==> src/hw/rtl/jpeg_frame_locator_top_assert.svh <==
// Assertion macros used by the frame locator top level.
`ifndef JPEG_FRAME_LOCATOR_TOP_ASSERT_SVH
`define JPEG_FRAME_LOCATOR_TOP_ASSERT_SVH

// Same-cycle implication, checked on every clock edge outside reset.
`define JFL_ASSERT_IMPLY(label, clk, rst_n, cond, expr) \
    label: assert property (@(posedge clk) disable iff (!rst_n) (cond) |-> (expr)) \
        else $error("frame locator check failed");

// Next-cycle implication, checked on every clock edge outside reset.
`define JFL_ASSERT_NEXT(label, clk, rst_n, cond, expr) \
    label: assert property (@(posedge clk) disable iff (!rst_n) (cond) |=> (expr)) \
        else $error("frame locator check failed");

`endif

==> src/hw/rtl/jfl_pkg.sv <==
// Shared types, constants and register indexes of the JPEG frame locator.
`timescale 1ns / 1ps

package jfl_pkg;

    localparam int OFFSET_BITS_DEF = 20;
    localparam int IDX_W           = 21;
    localparam int START_FIELD_W   = 20;
    localparam int CFG_INDEX_W     = 2;

    localparam logic [IDX_W-1:0] IDX_MAX        = {IDX_W{1'b1}};
    localparam logic [IDX_W-1:0] SCAN_LIMIT_MIN = IDX_W'(4);

    localparam logic [IDX_W-1:0] MIN_SIZE_RST   = IDX_W'(128);
    localparam logic [IDX_W-1:0] MAX_SIZE_RST   = IDX_W'(256 * 1024);
    localparam logic [IDX_W-1:0] SCAN_LIMIT_RST = IDX_W'(32'h4B000);

    localparam logic [7:0] BYTE_FF  = 8'hFF;
    localparam logic [7:0] BYTE_SOI = 8'hD8;
    localparam logic [7:0] BYTE_EOI = 8'hD9;
    localparam logic [7:0] BYTE_SOS = 8'hDA;

    localparam logic [CFG_INDEX_W-1:0] CFG_MIN_SIZE   = CFG_INDEX_W'(0);
    localparam logic [CFG_INDEX_W-1:0] CFG_MAX_SIZE   = CFG_INDEX_W'(1);
    localparam logic [CFG_INDEX_W-1:0] CFG_SCAN_LIMIT = CFG_INDEX_W'(2);

    typedef enum logic [1:0] {
        PH_SEEK,
        PH_FRAME,
        PH_DONE
    } t_phase;

    typedef struct packed {
        logic [IDX_W-1:0] min_frame_size;
        logic [IDX_W-1:0] max_frame_size;
        logic [IDX_W-1:0] scan_limit;
    } t_cfg;

    typedef struct packed {
        logic                     found;
        logic [START_FIELD_W-1:0] start_offset;
        logic [IDX_W-1:0]         frame_size;
    } t_result;

endpackage

==> src/hw/rtl/jfl_scanner.sv <==
// Marker scanner: per-buffer state and the result decision for one byte.
`timescale 1ns / 1ps

module jfl_scanner import jfl_pkg::*; #(
    parameter int OFFSET_BITS = OFFSET_BITS_DEF
) (
    input  logic       i_clk,
    input  logic       i_rst_n,
    input  logic       i_accept,
    input  logic [7:0] i_data_byte,
    input  logic       i_last,
    input  t_cfg       i_cfg,
    output logic       o_res_valid,
    output t_result    o_res
);

    localparam int START_W = (OFFSET_BITS < START_FIELD_W) ? OFFSET_BITS : START_FIELD_W;

    t_phase             r_phase, n_phase;
    logic               r_prev_ff, n_prev_ff;
    logic [IDX_W-1:0]   r_byte_index, n_byte_index;
    logic [START_W-1:0] r_frame_start, n_frame_start;
    logic               r_saw_scan, n_saw_scan;

    logic               w_examine;
    logic               w_is_ff;
    logic [IDX_W-1:0]   w_start_idx;
    logic               w_start_fits;
    logic [IDX_W-1:0]   w_size;
    logic               w_size_ok;
    logic               w_hit;

    assign w_examine    = (i_cfg.scan_limit >= SCAN_LIMIT_MIN)
                        && (r_byte_index < i_cfg.scan_limit)
                        && (r_phase != PH_DONE);
    assign w_is_ff      = (i_data_byte == BYTE_FF);
    // At offset zero the subtraction wraps, which fails the fit check as it should.
    assign w_start_idx  = r_byte_index - IDX_W'(1);
    assign w_start_fits = (w_start_idx[IDX_W-1:START_W] == '0);
    assign w_size       = r_byte_index - IDX_W'(r_frame_start) + IDX_W'(1);
    assign w_size_ok    = r_saw_scan
                        && (w_size >= i_cfg.min_frame_size)
                        && (w_size <= i_cfg.max_frame_size);
    assign w_hit        = w_examine && (r_phase == PH_FRAME) && r_prev_ff
                        && (i_data_byte == BYTE_EOI) && w_size_ok;

    // Next state.
    always_comb begin
        n_phase       = r_phase;
        n_prev_ff     = r_prev_ff;
        n_frame_start = r_frame_start;
        n_saw_scan    = r_saw_scan;
        n_byte_index  = r_byte_index;

        if (w_examine) begin
            case (r_phase)
                PH_SEEK: begin
                    if (r_prev_ff && (i_data_byte == BYTE_SOI) && w_start_fits) begin
                        n_phase       = PH_FRAME;
                        n_frame_start = w_start_idx[START_W-1:0];
                        n_saw_scan    = 1'b0;
                        n_prev_ff     = 1'b0;
                    end else begin
                        n_prev_ff = w_is_ff;
                    end
                end
                PH_FRAME: begin
                    if (r_prev_ff && (i_data_byte == BYTE_EOI)) begin
                        n_phase   = w_size_ok ? PH_DONE : PH_SEEK;
                        n_prev_ff = 1'b0;
                    end else begin
                        if (r_prev_ff && (i_data_byte == BYTE_SOS)) begin
                            n_saw_scan = 1'b1;
                        end
                        n_prev_ff = w_is_ff;
                    end
                end
                default: begin
                    n_phase = r_phase;
                end
            endcase
        end

        if (r_byte_index != IDX_MAX) begin
            n_byte_index = r_byte_index + IDX_W'(1);
        end

        if (i_last) begin
            n_phase       = PH_SEEK;
            n_prev_ff     = 1'b0;
            n_byte_index  = '0;
            n_frame_start = '0;
            n_saw_scan    = 1'b0;
        end
    end

    // Result for this byte: a located frame, or a miss report at the end of the buffer.
    always_comb begin
        o_res_valid        = i_accept && (w_hit || (i_last && (r_phase != PH_DONE)));
        o_res.found        = w_hit;
        o_res.start_offset = w_hit ? START_FIELD_W'(r_frame_start) : '0;
        o_res.frame_size   = w_hit ? w_size : '0;
    end

    always_ff @(posedge i_clk) begin
        if (!i_rst_n) begin
            r_phase       <= PH_SEEK;
            r_prev_ff     <= 1'b0;
            r_byte_index  <= '0;
            r_frame_start <= '0;
            r_saw_scan    <= 1'b0;
        end else if (i_accept) begin
            r_phase       <= n_phase;
            r_prev_ff     <= n_prev_ff;
            r_byte_index  <= n_byte_index;
            r_frame_start <= n_frame_start;
            r_saw_scan    <= n_saw_scan;
        end
    end

endmodule

==> src/hw/rtl/jpeg_frame_locator_top.sv <==
// JPEG frame locator top level: configuration registers, scanner and output buffering.
// Throughput is one byte beat per cycle while the input is not stalled; the scanner state
// updates in the accepting cycle, and results leave through a registered output.
// A two-entry output buffer lets input beats keep flowing while one result waits downstream.
// Reset (synchronous, active low) loads the register defaults and starts a new buffer.
`timescale 1ns / 1ps

module jpeg_frame_locator_top import jfl_pkg::*; #(
    parameter int OFFSET_BITS = OFFSET_BITS_DEF
) (
    input  logic                     i_clk,
    input  logic                     i_rst_n,
    // Byte input channel.
    input  logic                     i_in_valid,
    output logic                     o_in_stall,
    input  logic [7:0]               i_data_byte,
    input  logic                     i_last,
    // Result channel.
    output logic                     o_out_valid,
    input  logic                     i_out_stall,
    output logic                     o_found,
    output logic [START_FIELD_W-1:0] o_start_offset,
    output logic [IDX_W-1:0]         o_frame_size,
    // Configuration write port.
    input  logic                     i_cfg_wr_en,
    input  logic [CFG_INDEX_W-1:0]   i_cfg_index,
    input  logic [IDX_W-1:0]         i_cfg_data
);

`include "jpeg_frame_locator_top_assert.svh"

    // Configuration registers. Writes to an index outside the list are dropped.
    t_cfg r_cfg;

    always_ff @(posedge i_clk) begin
        if (!i_rst_n) begin
            r_cfg.min_frame_size <= MIN_SIZE_RST;
            r_cfg.max_frame_size <= MAX_SIZE_RST;
            r_cfg.scan_limit     <= SCAN_LIMIT_RST;
        end else if (i_cfg_wr_en) begin
            case (i_cfg_index)
                CFG_MIN_SIZE:   r_cfg.min_frame_size <= i_cfg_data;
                CFG_MAX_SIZE:   r_cfg.max_frame_size <= i_cfg_data;
                CFG_SCAN_LIMIT: r_cfg.scan_limit     <= i_cfg_data;
                default: begin
                    r_cfg <= r_cfg;
                end
            endcase
        end
    end

    // The scanner does all of its work in the cycle a byte beat is accepted.
    logic    w_in_accept;
    logic    w_res_valid;
    t_result w_res;

    assign w_in_accept = i_in_valid && !o_in_stall;

    jfl_scanner #(
        .OFFSET_BITS (OFFSET_BITS)
    ) u_scanner (
        .i_clk       (i_clk),
        .i_rst_n     (i_rst_n),
        .i_accept    (w_in_accept),
        .i_data_byte (i_data_byte),
        .i_last      (i_last),
        .i_cfg       (r_cfg),
        .o_res_valid (w_res_valid),
        .o_res       (w_res)
    );

    // Output register plus a skid entry. The input stalls only when the skid entry
    // is occupied, so a result waiting downstream does not stop the byte stream
    // until a second result is produced behind it.
    logic    r_out_vld, n_out_vld;
    logic    r_skid_vld, n_skid_vld;
    t_result r_out, n_out;
    t_result r_skid, n_skid;
    logic    w_out_take;

    assign w_out_take = r_out_vld && !i_out_stall;
    assign o_in_stall = r_skid_vld;

    always_comb begin
        n_out_vld  = r_out_vld;
        n_skid_vld = r_skid_vld;
        n_out      = r_out;
        n_skid     = r_skid;

        if (r_skid_vld) begin
            // No byte is accepted while the skid entry is full; just drain it.
            if (w_out_take) begin
                n_out      = r_skid;
                n_skid_vld = 1'b0;
            end
        end else if (w_res_valid) begin
            if (!r_out_vld || w_out_take) begin
                n_out     = w_res;
                n_out_vld = 1'b1;
            end else begin
                n_skid     = w_res;
                n_skid_vld = 1'b1;
            end
        end else if (w_out_take) begin
            n_out_vld = 1'b0;
        end
    end

    always_ff @(posedge i_clk) begin
        if (!i_rst_n) begin
            r_out_vld  <= 1'b0;
            r_skid_vld <= 1'b0;
        end else begin
            r_out_vld  <= n_out_vld;
            r_skid_vld <= n_skid_vld;
        end
    end

    always_ff @(posedge i_clk) begin
        r_out  <= n_out;
        r_skid <= n_skid;
    end

    assign o_out_valid    = r_out_vld;
    assign o_found        = r_out.found;
    assign o_start_offset = r_out.start_offset;
    assign o_frame_size   = r_out.frame_size;

    // The skid entry is only ever filled behind a waiting output.
    `JFL_ASSERT_IMPLY(a_skid_behind_out, i_clk, i_rst_n, r_skid_vld, r_out_vld)
    // A drained output with a full skid entry empties the skid entry.
    `JFL_ASSERT_NEXT(a_skid_drains, i_clk, i_rst_n, r_skid_vld && !i_out_stall, !r_skid_vld)
    // A miss report carries zero offset and size.
    `JFL_ASSERT_IMPLY(a_miss_zero, i_clk, i_rst_n, r_out_vld && !r_out.found,
                      (r_out.start_offset == '0) && (r_out.frame_size == '0))
    // A located frame spans at least both markers, so its size is never zero.
    `JFL_ASSERT_IMPLY(a_found_size, i_clk, i_rst_n, r_out_vld && r_out.found,
                      r_out.frame_size != '0)

endmodule

==> config.mk <==
export PLATFORM = sky130hd
export DESIGN_NAME = jpeg_frame_locator_top
export DESIGN_NICKNAME = d
export VERILOG_FILES = /design/src/hw/rtl/jfl_pkg.sv /design/src/hw/rtl/jfl_scanner.sv /design/src/hw/rtl/jpeg_frame_locator_top.sv
export VERILOG_INCLUDE_DIRS = /design/src /design/src/hw/rtl
export SDC_FILE = /design/constraint.sdc
export NUM_CORES = 1
export LEC_CHECK = 0
export BUFFER_PORTS_ARGS = -buffer_cell sky130_fd_sc_hd__buf_4
export CORE_MARGIN = 3
export CORE_UTILIZATION = 30
export DETAILED_ROUTE_END_ITERATION = 16
export GPL_TIMING_DRIVEN = 0
export PLACE_DENSITY_LB_ADDON = 0.12
export SETUP_SLACK_MARGIN = 0.2
export SLEW_MARGIN = 20
export SYNTH_ARGS = -nofsm -noshare
export SYNTH_HDL_FRONTEND = slang
export SYNTH_HIERARCHICAL = 1
export SYNTH_SLANG_ARGS = --single-unit
==> constraint.sdc <==
create_clock -name i_clk -period 9.2 [get_ports i_clk]
set_clock_uncertainty 0.2 [all_clocks]
set_input_delay 0.46 -clock i_clk [delete_from_list [all_inputs] [get_ports i_clk]]
set_output_delay 0.46 -clock i_clk [all_outputs]
set_load 0.01 [all_outputs]
After elaboration in Yosys (flattened, before gate mapping)

Cells that the tools add are included.

Output and inout bits: 44
Logic and storage cells: 120
Register bits after elaboration: 194

Mux-type cells: 36
Add/sub/neg operators: 4
Bitwise logic cells: 3
Equality and inequality tests: 15
Order comparisons: 4
Reductions and logical operators: 42

Operator list:

| cell                    | number |
|---|---|
| $mux W42                | 4 |
| $mux W20                | 5 |
| $mux W21                | 3 |
| $add A21 B1 Y21 const B | 2 |
| $eq A8 B8 Y1 const B    | 4 |
| $ge A21 B21 Y1          | 1 |
| $ge A21 B3 Y1 const B   | 1 |
| $le A21 B21 Y1          | 1 |
| $lt A21 B21 Y1          | 1 |
| $ne A21 B21 Y1 const B  | 1 |
| $sub A21 B1 Y21 const B | 1 |
| $sub A21 B20 Y21        | 1 |
| $logic_and A1 B1 Y1     | 16 |
| $mux W1                 | 16 |
| $reduce_bool A2 Y1      | 7 |
| $reduce_and A3 Y1       | 4 |
| $mux W2                 | 5 |
| $ne A3 B3 Y1 const B    | 3 |
| $reduce_and A2 Y1       | 4 |
| $reduce_and A6 Y1       | 1 |
| $reduce_and A5 Y1       | 1 |
| $eq A2 B1 Y1 const B    | 2 |
| $logic_not A2 Y1        | 2 |
| $ne A2 B2 Y1 const B    | 2 |
| other kinds (10)        | 16 |

Longest topological paths before layout

Gate-level depths: netlist of the first run.

Depth in word-level cells: 11
Depth in mapped cells: 25
Depth with buffers taken out: 23

By module

Netlist of the first run, hierarchy kept.

Modules (own cells, without submodules):

| module                 | area each (µm²) | times used | sequential area each (µm²) | cells each |
|---|---|---|---|---|
| jfl_scanner            | 5600.4          | 1          | 900.9                      | 733 |
| jpeg_frame_locator_top | 5485.3          | 1          | 3823.7                     | 377 |

Worst setup path after synthesis of the first run

OpenSTA, ideal clock, no wires.

Kind: register to register
From: reg u_scanner.r_byte_index[1]
To: reg r_out, in the netlist o_found (enable)
Path buffers: 1
Required time: 8494 ps
Arrival time: 7585 ps
Period minus slack after synthesis: 8291 ps
Path slack: 909 ps
Cell stages (with the launch flop): 24
Setup time: 506 ps
Cells stage by stage: dfxtp_1 > inv_1 > ha_1 > inv_1 > ha_1 > inv_1 > fa_1 > nor2b_1 > o211ai_1 > a21o_1 > a21oi_1 > o41ai_1 > and3_1 > or2_2 > ha_1 > nand4_1 > nor4_1 > and3_1 > nand2_1 > a2111o_1 > clkbuf_1 > a21boi_0 > nand2b_1 > a21boi_0

Longest elaborated chain between the ends: 11
Elaborated cells between the ends (all ways): 17
Classes of those cells: add/sub (2); order compare (3); reduce/logical (12)

RTL lines:

| what                                                     | line                          | RTL |
|---|---|---|
| from (decl)                                              | jfl_scanner.sv:21             | `logic [IDX_W-1:0] r_byte_index, n_byte_index;` |
| from (signal assigned)                                   | jfl_scanner.sv:115            | `r_byte_index <= n_byte_index;` |
| branches (longest 6 deep; another with $sub A21 B20 Y21) | --                            |  |
| $logic_and A1 B1 Y1 (*)                                  | jfl_scanner.sv:45             | `&& (i_data_byte == BYTE_EOI) && w_size_ok;` |
| $logic_or A1 B1 Y1 (*)                                   | jfl_scanner.sv:99             | `o_res_valid = i_accept && (w_hit \|\| (i_last && (r_phase != PH_DONE)));` |
| $logic_and A1 B1 Y1 (*)                                  | jfl_scanner.sv:99             |  |
| named net w_res_valid                                    | jpeg_frame_locator_top.sv:54  | `logic w_res_valid;` |
| $reduce_bool A2 Y1 (no source line) (*)                  | --                            |  |
| $reduce_and A3 Y1 (no source line) (*)                   | --                            |  |
| to (signal assigned)                                     | jpeg_frame_locator_top.sv:120 | `r_out <= n_out;` |
| to (decl)                                                | jpeg_frame_locator_top.sv:77  | `t_result r_out, n_out;` |

Mark *: on every way through the listed nets, which the timed path passes.
A chain may end at the register's enable or synchronous reset.

Final worst setup path of the first run

From: reg u_scanner.r_byte_index[1]
To: reg r_skid[28] (netlist name) (enable)

Longest elaborated chain between the ends: 10
Elaborated cells between the ends (all ways): 16
Classes of those cells: add/sub (2); order compare (3); reduce/logical (11)

RTL lines:

| what                                                     | line                          | RTL |
|---|---|---|
| branches (longest 6 deep; another with $sub A21 B20 Y21) | --                            |  |
| $logic_and A1 B1 Y1 (*)                                  | jfl_scanner.sv:45             |  |
| $logic_or A1 B1 Y1 (*)                                   | jfl_scanner.sv:99             |  |
| $logic_and A1 B1 Y1 (*)                                  | jfl_scanner.sv:99             |  |
| named net w_res_valid                                    | jpeg_frame_locator_top.sv:54  |  |
| $reduce_and A3 Y1 (no source line) (*)                   | --                            |  |
| to (signal assigned)                                     | jpeg_frame_locator_top.sv:121 | `r_skid <= n_skid;` |
| to (decl)                                                | jpeg_frame_locator_top.sv:78  | `t_result r_skid, n_skid;` |

Marked as above.

==> flow_metrics.tcl, run 1 <==
set metrics [dict create \
    portBuffers 78 \
    cts_tree "done" \
    track_usage_pct 16.3 \
    crit_start "u_scanner/r_byte_index[1]" \
    wl_per_cell_um 18.7 \
    yosys_warnings 6 \
    die_h_um 198 \
    p_switching_uw 479 \
    wl_um 31500 \
    power.density_nw_per_um2 141 \
    clkLatencyLatePin_ns 0.46 \
    switching_share_pct 26.3 \
    antenna_found_initial 0 \
    placementRows 69 \
    core_area_um2 36000 \
    grt_pass1_wl_um 48200 \
    cts_htree_levels 4 \
    final_nets 1351 \
    critPathLaunchType "register" \
    p_comb_share_pct 8.5 \
    drt_first_iter_violations 330 \
    drc 0 \
    max_freq_mhz 134 \
    start_util_pct 30.8 \
    cts_setup_buffers 0 \
    r2r_cells 22 \
    synth_seq_cells 194 \
    hold_depth 3 \
    clk_pin_slew_ns 0.07 \
    synth_nets 1251 \
    synthArstFlopShare_pct 0 \
    slew_violations 0 \
    rr_startpoint "u_scanner/r_byte_index[1]" \
    period_share_pct 81.1 \
    synth.distinct_cells 75 \
    first_pass_iters 4 \
    rrSetupSlack_ns 1.74 \
    vias 8213 \
    cts-root-buf "clkbuf_16" \
    grt_remaining_overflow 0 \
    p_clk_share_pct 40.7 \
    timing.rr.end "r_skid[28]" \
    drive_gt1_share_pct 16.7 \
    yosysTopAreaCell "edfxtp_1" \
    finalSetupTns_ns 0 \
    worstMarginPinSlew_ns 0.757 \
    max_stage_delay_ns 0.60 \
    worstSetupPathType "reg2reg" \
    rsz0062_at_grt "false" \
    cts_resized 0 \
    cap_violations 0 \
    power_mw 1.82 \
    synthFlopType "dfxtp_1" \
    vdd.ir_drop.worst_v 0.000129 \
    hp-class "in2reg" \
    ios 81 \
    area_growth_pct 16.7 \
    dp_hpwl_um 25100 \
    hp-start "i_cfg_data[18]" \
    final-hold-violation-count 0 \
    globalplace.congestion 0.862 \
    seq_area_frac_synth_pct 42.6 \
    cts.sinks 194 \
    cp_max_fo 22 \
    netlist_instances 1110 \
    syn-cell-area_um2 11100 \
    final_area_um2 12900 \
    place_area_um2 12300 \
    cts_hold_buf 0 \
    min_period_ns 7.46 \
    clockBufferDepth 2 \
    synth_area_leaders "edfxtp_1, dfxtp_1, ha_1, mux2i_1, mux2_2" \
    seqPwrFrac_pct 50.8 \
    synth_edf_count 84 \
    end_kind "register" \
    final_antenna_net_count 0 \
    worstPathArrival_ns 7.42 \
    leakage_nw 5.42 \
    synthTopCellsByCount "nand2_1, dfxtp_1, ha_1, inv_1, edfxtp_1" \
    path_cells "inv_1 > ha_1 > inv_1 > ha_1 > a21o_1 > and4_1 > o21ai_0 > o31ai_1 > o41ai_1 > xnor2_1 > ha_1 > a21o_1 > a21o_1 > a22oi_1 > nor4b_1 > nand3_1 > a2111o_1 > clkbuf_1 > a21boi_0 > nand2b_1 > nor2_4 > buf_16" \
    slowest_stage "dfxtp_1" \
    syn_area_per_cell_um2 9.99 \
    max-slew-margin-rel_pct 49.2 \
    cts_made_buffers 17 \
    yosysMostFrequentCell "nand2_1" \
    first_global_vias 8122 \
    dieArea_um2 39300 \
    via_per_inst 4.87 \
    die_w_um 198 \
    intPower_mw 1.34 \
    synth.top_cell.area_share_pct 22.8 \
    status "finished clean" \
    holdPathEnd "r_cfg[60]" \
    grt_max_degree 23 \
    setup-violations-final 0 \
    worstPathRequired_ns 9.16 \
]
## stage by stage
stage	setup slack (ns)	utilization, %	std cells	hold WS (ns)
floorplan	0.909	-	1110	0.235
global placement	-2.02	34.0	1649	0.244
detailed placement	1.66	34.3	1652	0.248
CTS	1.66	35.9	1684	0.0473
global route	1.12	35.9	1684	0.104
finish	1.74	35.9	1685	0.0764
## power groups by stage
stage	clock network (mW)	registers, mW	logic, mW
after detailed placement	0	0.946	0.156
final	0.743	0.926	0.155
after global routing	0.791	0.929	0.171
after floorplan	0	0.948	0.0862
after global placement	0	0.948	0.151
after CTS	0.767	0.926	0.157
## worst max path at each step
| stage | slack, ns | end | cells after the start |
|---|---|---|---|
| after floorplan | 0.91 | o_found | 23 |
| after global placement | -2.02 | o_frame_size[18] | 19 |
| after detailed placement | 1.66 | r_skid[25] | 22 |
| after CTS | 1.66 | r_skid[0] | 22 |
| after global routing | 1.12 | r_skid[38] | 20 |
| final | 1.74 | r_skid[28] | 22 |
## per-layer routing
layer  routed length [um]  up-vias  track usage, %  share of wire [%]
li1                     -     4139               -                  -
met1                16300     3929            23.3                 52
met2                13700      125            25.3                 44
met3                 1010       20            3.01                3.2
met4                  440        0            4.09                1.4
met5                    0        -               0                  0
## layout by cell type (no fill, tap or decap), drive strengths merged, types with 6 or more instances in the layout
cell type,instances
nand2,115
inv,113
dfxtp,110
buf,105
ha,103
edfxtp,84
nor2,65
mux2i,61
clkbuf,44
mux2,42
nand3,40
a21oi,39
xnor2,27
nand4,26
o31ai,22
and2,21
a21o,20
xor2,20
nor3,18
o21ai,17
nor4,12
nor2b,10
and3,10
nand2b,7
and4,7
a21boi,7
o21a,6
or3,6
## layout make-up
cell class / count / area (um2)
sequential: 194 / 4720
clock inverter: 15 / 158
antenna: 1 / 2.50
clock buffer: 17 / 425
tap: 461 / 577
fill: 3653 / 23100
inverter: 103 / 387
multi-input combinational: 762 / 5740
buffer: 51 / 253
timing repair buffer: 81 / 668
## registers in the layout (all words and copies together), names as in the netlist, 2 cells and up
register,cells
u_scanner/r_frame_start,20
o_frame_size,21
u_scanner/r_phase,2
r_skid,42
o_start_offset,20
r_cfg,63
u_scanner/r_byte_index,21
## cells by family after synthesis
group / Yosys count / share of synthesized area [%]
compound gates: 144 / 9.55
mux: 103 / 9.77
xor+xnor: 47 / 3.71
flops: 194 / 42.6
simple gates: 364 / 16.8
buf+inv: 154 / 5.77
fa+ha+maj: 104 / 11.8
## critical path: cells and delay by family (launching register included)
kind / cells / cell delay, ns
compound gates: 9 / 2.70
xor+xnor: 1 / 0.32
fa+ha+maj: 3 / 0.85
buf+inv: 4 / 0.77
flops: 1 / 0.60
simple gates: 5 / 1.72
Note: power is estimated with default switching activity, not from simulation.
==> run 2, diff against run 1 <==
ABC_AREA = 1   (was unset)
clock period = 6.1 ns   (was 9.2 ns; I/O delays follow)
==> run 2 against run 1 <==
Compared with the run above:
- clock-buffer cell count is the same
- die area rose by 8.4%
- area after synthesis grew 8.6%
- worst setup slack worse by 1.2 ns
- synthesized cell count increased by 51%
- largest power group unchanged
- global-route usage is 1.5 points higher
- largest cell class unchanged
- core utilization grew 0.94 points
- non-clock buffer count increased by 43
==> flow_metrics.tcl, run 2 <==
set metrics [dict create \
    seq_area_frac_synth_pct 39.2 \
    final_nets 1953 \
    endpoint "o_start_offset[8]" \
    die_h_um 206 \
    top_regs "r_cfg (63), r_skid (42)" \
    final-hold-violation-count 0 \
    diodes 0 \
    fin_util_pct 36.9 \
    slew_violations 0 \
    seqPwrFrac_pct 43.0 \
    synth.top_cell.area_share_pct 20.9 \
    first_global_vias 10076 \
    dp_hpwl_um 29100 \
    rsz0062_at_grt "false" \
    finalHoldWorstSlack_ns 0.0230 \
    wl_per_cell_um 15.7 \
    first_pass_iters 5 \
    drt_first_iter_violations 576 \
    clk_pin_slew_ns 0.08 \
    place_area_um2 13400 \
    hp-class "in2reg" \
    syn-cell-area_um2 12000 \
    seqCellArea_um2 4730 \
    track_usage_pct 17.7 \
    min_period_ns 5.51 \
    synth.distinct_cells 42 \
    drive_gt1_share_pct 11.5 \
    worstPathArrival_ns 5.47 \
    drc 0 \
    worstSetupPathType "reg2reg" \
    via_per_inst 4.50 \
    leakage_nw 6.93 \
    synthTopCellsByCount "nand2_1, nor2_1, inv_1, dfxtp_1, ha_1" \
    max-slew-margin-rel_pct 50.1 \
    slowest_stage "dfxtp_4" \
    start_util_pct 30.7 \
    cp_max_fo 21 \
    cap_violations 0 \
    multi_input_area_um2 6070 \
    period_share_pct 90.3 \
    synthArstFlopShare_pct 0 \
    portBuffers 78 \
    final_cells 2343 \
    clkLatencyLatePin_ns 0.45 \
    max_freq_mhz 181 \
    cts_tree "done" \
    p_clk_share_pct 36.0 \
    largest_register_ffs 63 \
    rr_startpoint "u_scanner/r_byte_index[1]" \
    core_area_um2 39200 \
    cts-root-buf "clkbuf_16" \
    max_stage_delay_ns 0.37 \
    vias 10535 \
    syn_area_per_cell_um2 7.18 \
    crit_start "u_scanner/r_byte_index[1]" \
    r2r_cells 34 \
    largest_register "r_cfg" \
    synth_edf_count 84 \
    timing.rr.end "o_start_offset[8]" \
    die_w_um 206 \
    yosys_warnings 6 \
    layout_common_cells "nand2_1, nor2_1, inv_1" \
    synth_area_leaders "edfxtp_1, dfxtp_1, nand2_1, ha_1, nor2_1" \
    final_area_um2 14400 \
    placementRows 72 \
    grt_remaining_overflow 0 \
    worstMarginPinSlew_ns 0.749 \
    rrSetupSlack_ns 0.59 \
    antenna_found_initial 0 \
    yosysMostFrequentCell "nand2_1" \
    synth_nets 1817 \
    wl_um 36800 \
    grt_max_degree 23 \
    area_growth_pct 20.0 \
    globalplace.congestion 0.916 \
    clockBufferDepth 2 \
    synth_seq_cells 194 \
    switching_share_pct 30.9 \
    netlist_instances 1676 \
    synthFlopType "dfxtp_1" \
    end_kind "register" \
    cts_htree_levels 4 \
    intPower_mw 2.30 \
    numPlacedInstances 2275 \
    dieArea_um2 42600 \
    yosysTopAreaCell "edfxtp_1" \
    ios 81 \
    cpMostUsedCell "nand2_1" \
    final_antenna_net_count 0 \
    setup-violations-final 0 \
    vdd.ir_drop.worst_v 0.000199 \
    critPathLaunchType "register" \
    final_common_cell "nand2_1" \
    grt_pass1_wl_um 57700 \
    p_switching_mw 1.03 \
    power_mw 3.33 \
    p_comb_share_pct 21.1 \
    fillCellCount 4196 \
    cts.sinks 194 \
    status "finished clean" \
    worstPathRequired_ns 6.06 \
    cts_made_buffers 17 \
    power.density_nw_per_um2 230 \
]
==> run 2: worst min-delay path by stage <==
stage | startpoint | slack [ns] | cells past startpoint | end
after floorplan | i_cfg_data[12] | 0.22 | 2 | r_cfg[12]
after global placement | r_cfg[49] | 0.25 | 2 | r_cfg[49]
after detailed placement | r_cfg[49] | 0.26 | 2 | r_cfg[49]
after CTS | i_data_byte[1] | 0.001 | 5 | u_scanner/r_prev_ff
after global routing | i_data_byte[5] | 0.06 | 5 | u_scanner/r_prev_ff
final | i_data_byte[1] | 0.02 | 5 | u_scanner/r_prev_ff
==> run 2: cell type report <==
type	instances	area share, %
sequential	194	32.8
tap	518	4.49
timing repair inverter	1	0.0346
timing repair buffer	116	7.26
clock inverter	15	1.33
buffer	59	2.19
inverter	265	7.01
clock buffer	17	2.94
multi-input combinational	1158	42.0
==> run 2: worst max-delay path: cells and delay by family, from the launching register on <==
kind | cells | cell delay (ns)
AO/OA/AOI/OAI | 4 | 0.73
XOR/XNOR | 1 | 0.24
adder cells (fa/ha/maj) | 4 | 1.12
buffers and inverters | 9 | 0.94
flip-flops | 1 | 0.37
AND/OR/NAND/NOR | 16 | 1.59
==> run 2: layer usage <==
layer  routed length (um)  track usage (%)  share of wire (%)  vias up
met4                  594             4.51                1.6        0
met1                18800             25.5                 51     4741
met5                    0                0                  0        -
li1                     -                -                  -     5584
met3                 1250             2.44                3.4       30
met2                16100             28.0                 44      180
==> run 2: logic make-up (layout without fill, tap and decap cells) <==
| logic type | after synthesis | count (layout) | share of synthesized area [%] |
|---|---|---|---|
| AND/OR/NAND/NOR | 875 | 875 | 30.1 |
| buffers and inverters | 324 | 473 | 10.9 |
| flip-flops | 194 | 194 | 39.2 |
| AO/OA/AOI/OAI | 152 | 152 | 6.90 |
| adder cells (fa/ha/maj) | 104 | 104 | 10.9 |
| XOR/XNOR | 27 | 27 | 1.96 |
==> run 2: through the flow <==
stage / setup TNS, ns / worst slack (ns)
global placement: -188.54 / -2.29
CTS: 0 / 0.216
detailed placement: -99.25 / -1.16
floorplan: 0 / 0.334
global route: 0 / 0.223
finish: 0 / 0.589
==> run 2: power groups by stage <==
stage                     clock network (mW)  logic [mW]  registers [mW]
after global placement                     0       0.654            1.46
after CTS                               1.24       0.698            1.43
final                                   1.20       0.701            1.43
after floorplan                            0       0.440            1.46
after global routing                    1.29       0.806            1.44
after detailed placement                   0       0.668            1.46
==> run 2: timing repair <==
item	4_1_cts	5_1_grt
resized for setup	16	10
endpoints found under the hold margin	58	0
hold buffers	28	0
cloned	1	1
endpoints found under the setup margin	169	119
buffers inserted	2	4
pin swaps	3	4
==> run 3, diff against run 2 <==
CORE_ASPECT_RATIO = 1.5   (was unset)
PLACE_DENSITY_LB_ADDON = unset   (was 0.12)
==> run 3 against run 2 <==
Compared with the run above:
- combinational power fell by 1%
- critical path depth fell by 5
- worst setup slack got worse by 0.10 ns
- first-iteration DRC count fell by 3.6%
- core utilization fell by 0.46 points
- sequential power barely moved
- clock-buffer cell count rose by 3
- total power fell by 2.2%
- sequential share of layout area rose by 0.11 points
- highest routed layer unchanged
==> flow_metrics.tcl, run 3 (same netlist as run 2, synthesis figures left out) <==
set metrics [dict create \
    rsz0062_at_grt "false" \
    cts_htree_levels 4 \
    fillCellCount 4124 \
    start_util_pct 30.5 \
    top_regs "r_cfg (63), r_skid (42)" \
    dp_hpwl_um 28200 \
    cts_made_buffers 17 \
    leakage_nw 6.94 \
    critPathTopFamily "simple AND/OR/NAND/NOR gates" \
    clk_pin_slew_ns 0.08 \
    ios 81 \
    via_per_inst 4.63 \
    numPlacedInstances 2257 \
    path_depth 29 \
    place_ws_ns -1.09 \
    drt_first_iter_violations 555 \
    dieArea_um2 42600 \
    antenna_found_initial 0 \
    drive_gt1_share_pct 11.5 \
    largest_register_ffs 63 \
    slowest_stage "dfxtp_1" \
    slew_violations 0 \
    final_antenna_net_count 0 \
    cpMostUsedCell "nand2_1" \
    min_period_ns 5.61 \
    first_global_vias 10432 \
    drc 0 \
    worstPathRequired_ns 6.07 \
    portBuffers 78 \
    r2r_cells 29 \
    period_share_pct 92.0 \
    core_area_um2 39500 \
    wl_um 35300 \
    cts-root-buf "clkbuf_16" \
    layout_common_cells "nand2_1, nor2_1, inv_1" \
    grt_pass1_wl_um 55300 \
    largest_register "r_cfg" \
    clkLatencyLatePin_ns 0.46 \
    die_w_um 170 \
    multi_input_area_um2 6060 \
    finalSetupTns_ns 0 \
    vias 10776 \
    hp-class "in2reg" \
    end_kind "register" \
    critPathLaunchType "register" \
    worstMarginPinSlew_ns 0.711 \
    cts_tree "done" \
    clockBufferDepth 2 \
    cp_max_fo 21 \
    max_stage_delay_ns 0.67 \
    max_freq_mhz 178 \
    worstPathArrival_ns 5.58 \
    final_nets 1955 \
    hold_depth 4 \
    power.density_nw_per_um2 226 \
    setup-violations-final 0 \
    cp_num_buf_inv 7 \
    max-slew-margin-rel_pct 52.6 \
    grt_remaining_overflow 0 \
    wl_per_cell_um 15.2 \
    track_usage_pct 16.6 \
    final_common_cell "nand2_1" \
    worstSetupPathType "reg2reg" \
    first_pass_iters 6 \
    area_growth_pct 19.5 \
    diodes 0 \
    placementRows 89 \
    vdd.ir_drop.worst_v 0.000225 \
    die_h_um 251 \
    cap_violations 0 \
    seqCellArea_um2 4730 \
    status "finished clean" \
    setup_slack_ns 0.486 \
    final-hold-violation-count 0 \
    cts.sinks 194 \
    grt_max_degree 23 \
    power_mw 3.25 \
    globalplace.congestion 0.950 \
    fin_util_pct 36.4 \
    final_cells 2327 \
]
run 3: layout make-up:
| class | count | area share, % |
|---|---|---|
| Sequential cell | 194 | 32.9 |
| Clock buffer | 20 | 3.25 |
| Timing Repair Buffer | 119 | 7.36 |
| Tap cell | 500 | 4.35 |
| Buffer | 58 | 2.18 |
| Clock inverter | 12 | 0.843 |
| Multi-Input combinational cell | 1158 | 42.1 |
| Timing Repair inverter | 1 | 0.0348 |
| Inverter | 265 | 7.03 |
run 3: power by group:
part	leakage, nW	internal (mW)	switching (mW)
logic	4.87	0.268	0.423
registers	1.77	1.40	0.0282
clock network	0.299	0.608	0.526
run 3: worst reg2reg max path, delay by kind of cell, from the launching register on:
family                     cells  cell delay, ns
and+or+nand+nor               13            1.38
buffers and inverters          7            0.79
DFF                            1            0.67
AOI/OAI and AO/OA              5            1.04
adders and majority gates      3            1.01
xor gates and xnor gates       1            0.24
run 3: metrics by stage:
| step | hold WS, ns | cell area (um2) |
|---|---|---|
| 2_1_floorplan | 0.218 | 12000 |
| 3_3_place_gp | 0.248 | 13300 |
| 3_5_place_dp | 0.252 | 13300 |
| 4_1_cts | 0.00452 | 14300 |
| 5_1_grt | 0.0285 | 14400 |
| 6_report | 0.0216 | 14400 |
run 3: metal layers:
layer / vias up / wire length (um) / GRT usage [%]
li1: 5595 / - / -
met1: 4855 / 14000 / 18.2
met2: 244 / 18300 / 30.5
met3: 82 / 1140 / 2.28
met4: 0 / 1930 / 9.40
met5: - / 0 / 0
run 3: timing repair:
action / CTS / global route
endpoints found under the setup margin: 169 / 135
hold buffers: 27 / 0
gates cloned: 0 / 2
endpoints found under the hold margin: 60 / 0
pin swaps: 3 / 4
setup buffers: 2 / 8
resized for setup: 15 / 10
run 3: worst paths after layout:
| kind | start | to | slack [ns] |
|---|---|---|---|
| hold / removal | i_cfg_wr_en | r_cfg[42] | 0.02 |
| setup reg to reg | u_scanner/r_byte_index[6] | o_frame_size[11] | 0.49 |
| setup / recovery | u_scanner/r_byte_index[6] | o_frame_size[11] | 0.49 |
| hold reg to reg | r_cfg[39] | r_cfg[39] | 0.27 |
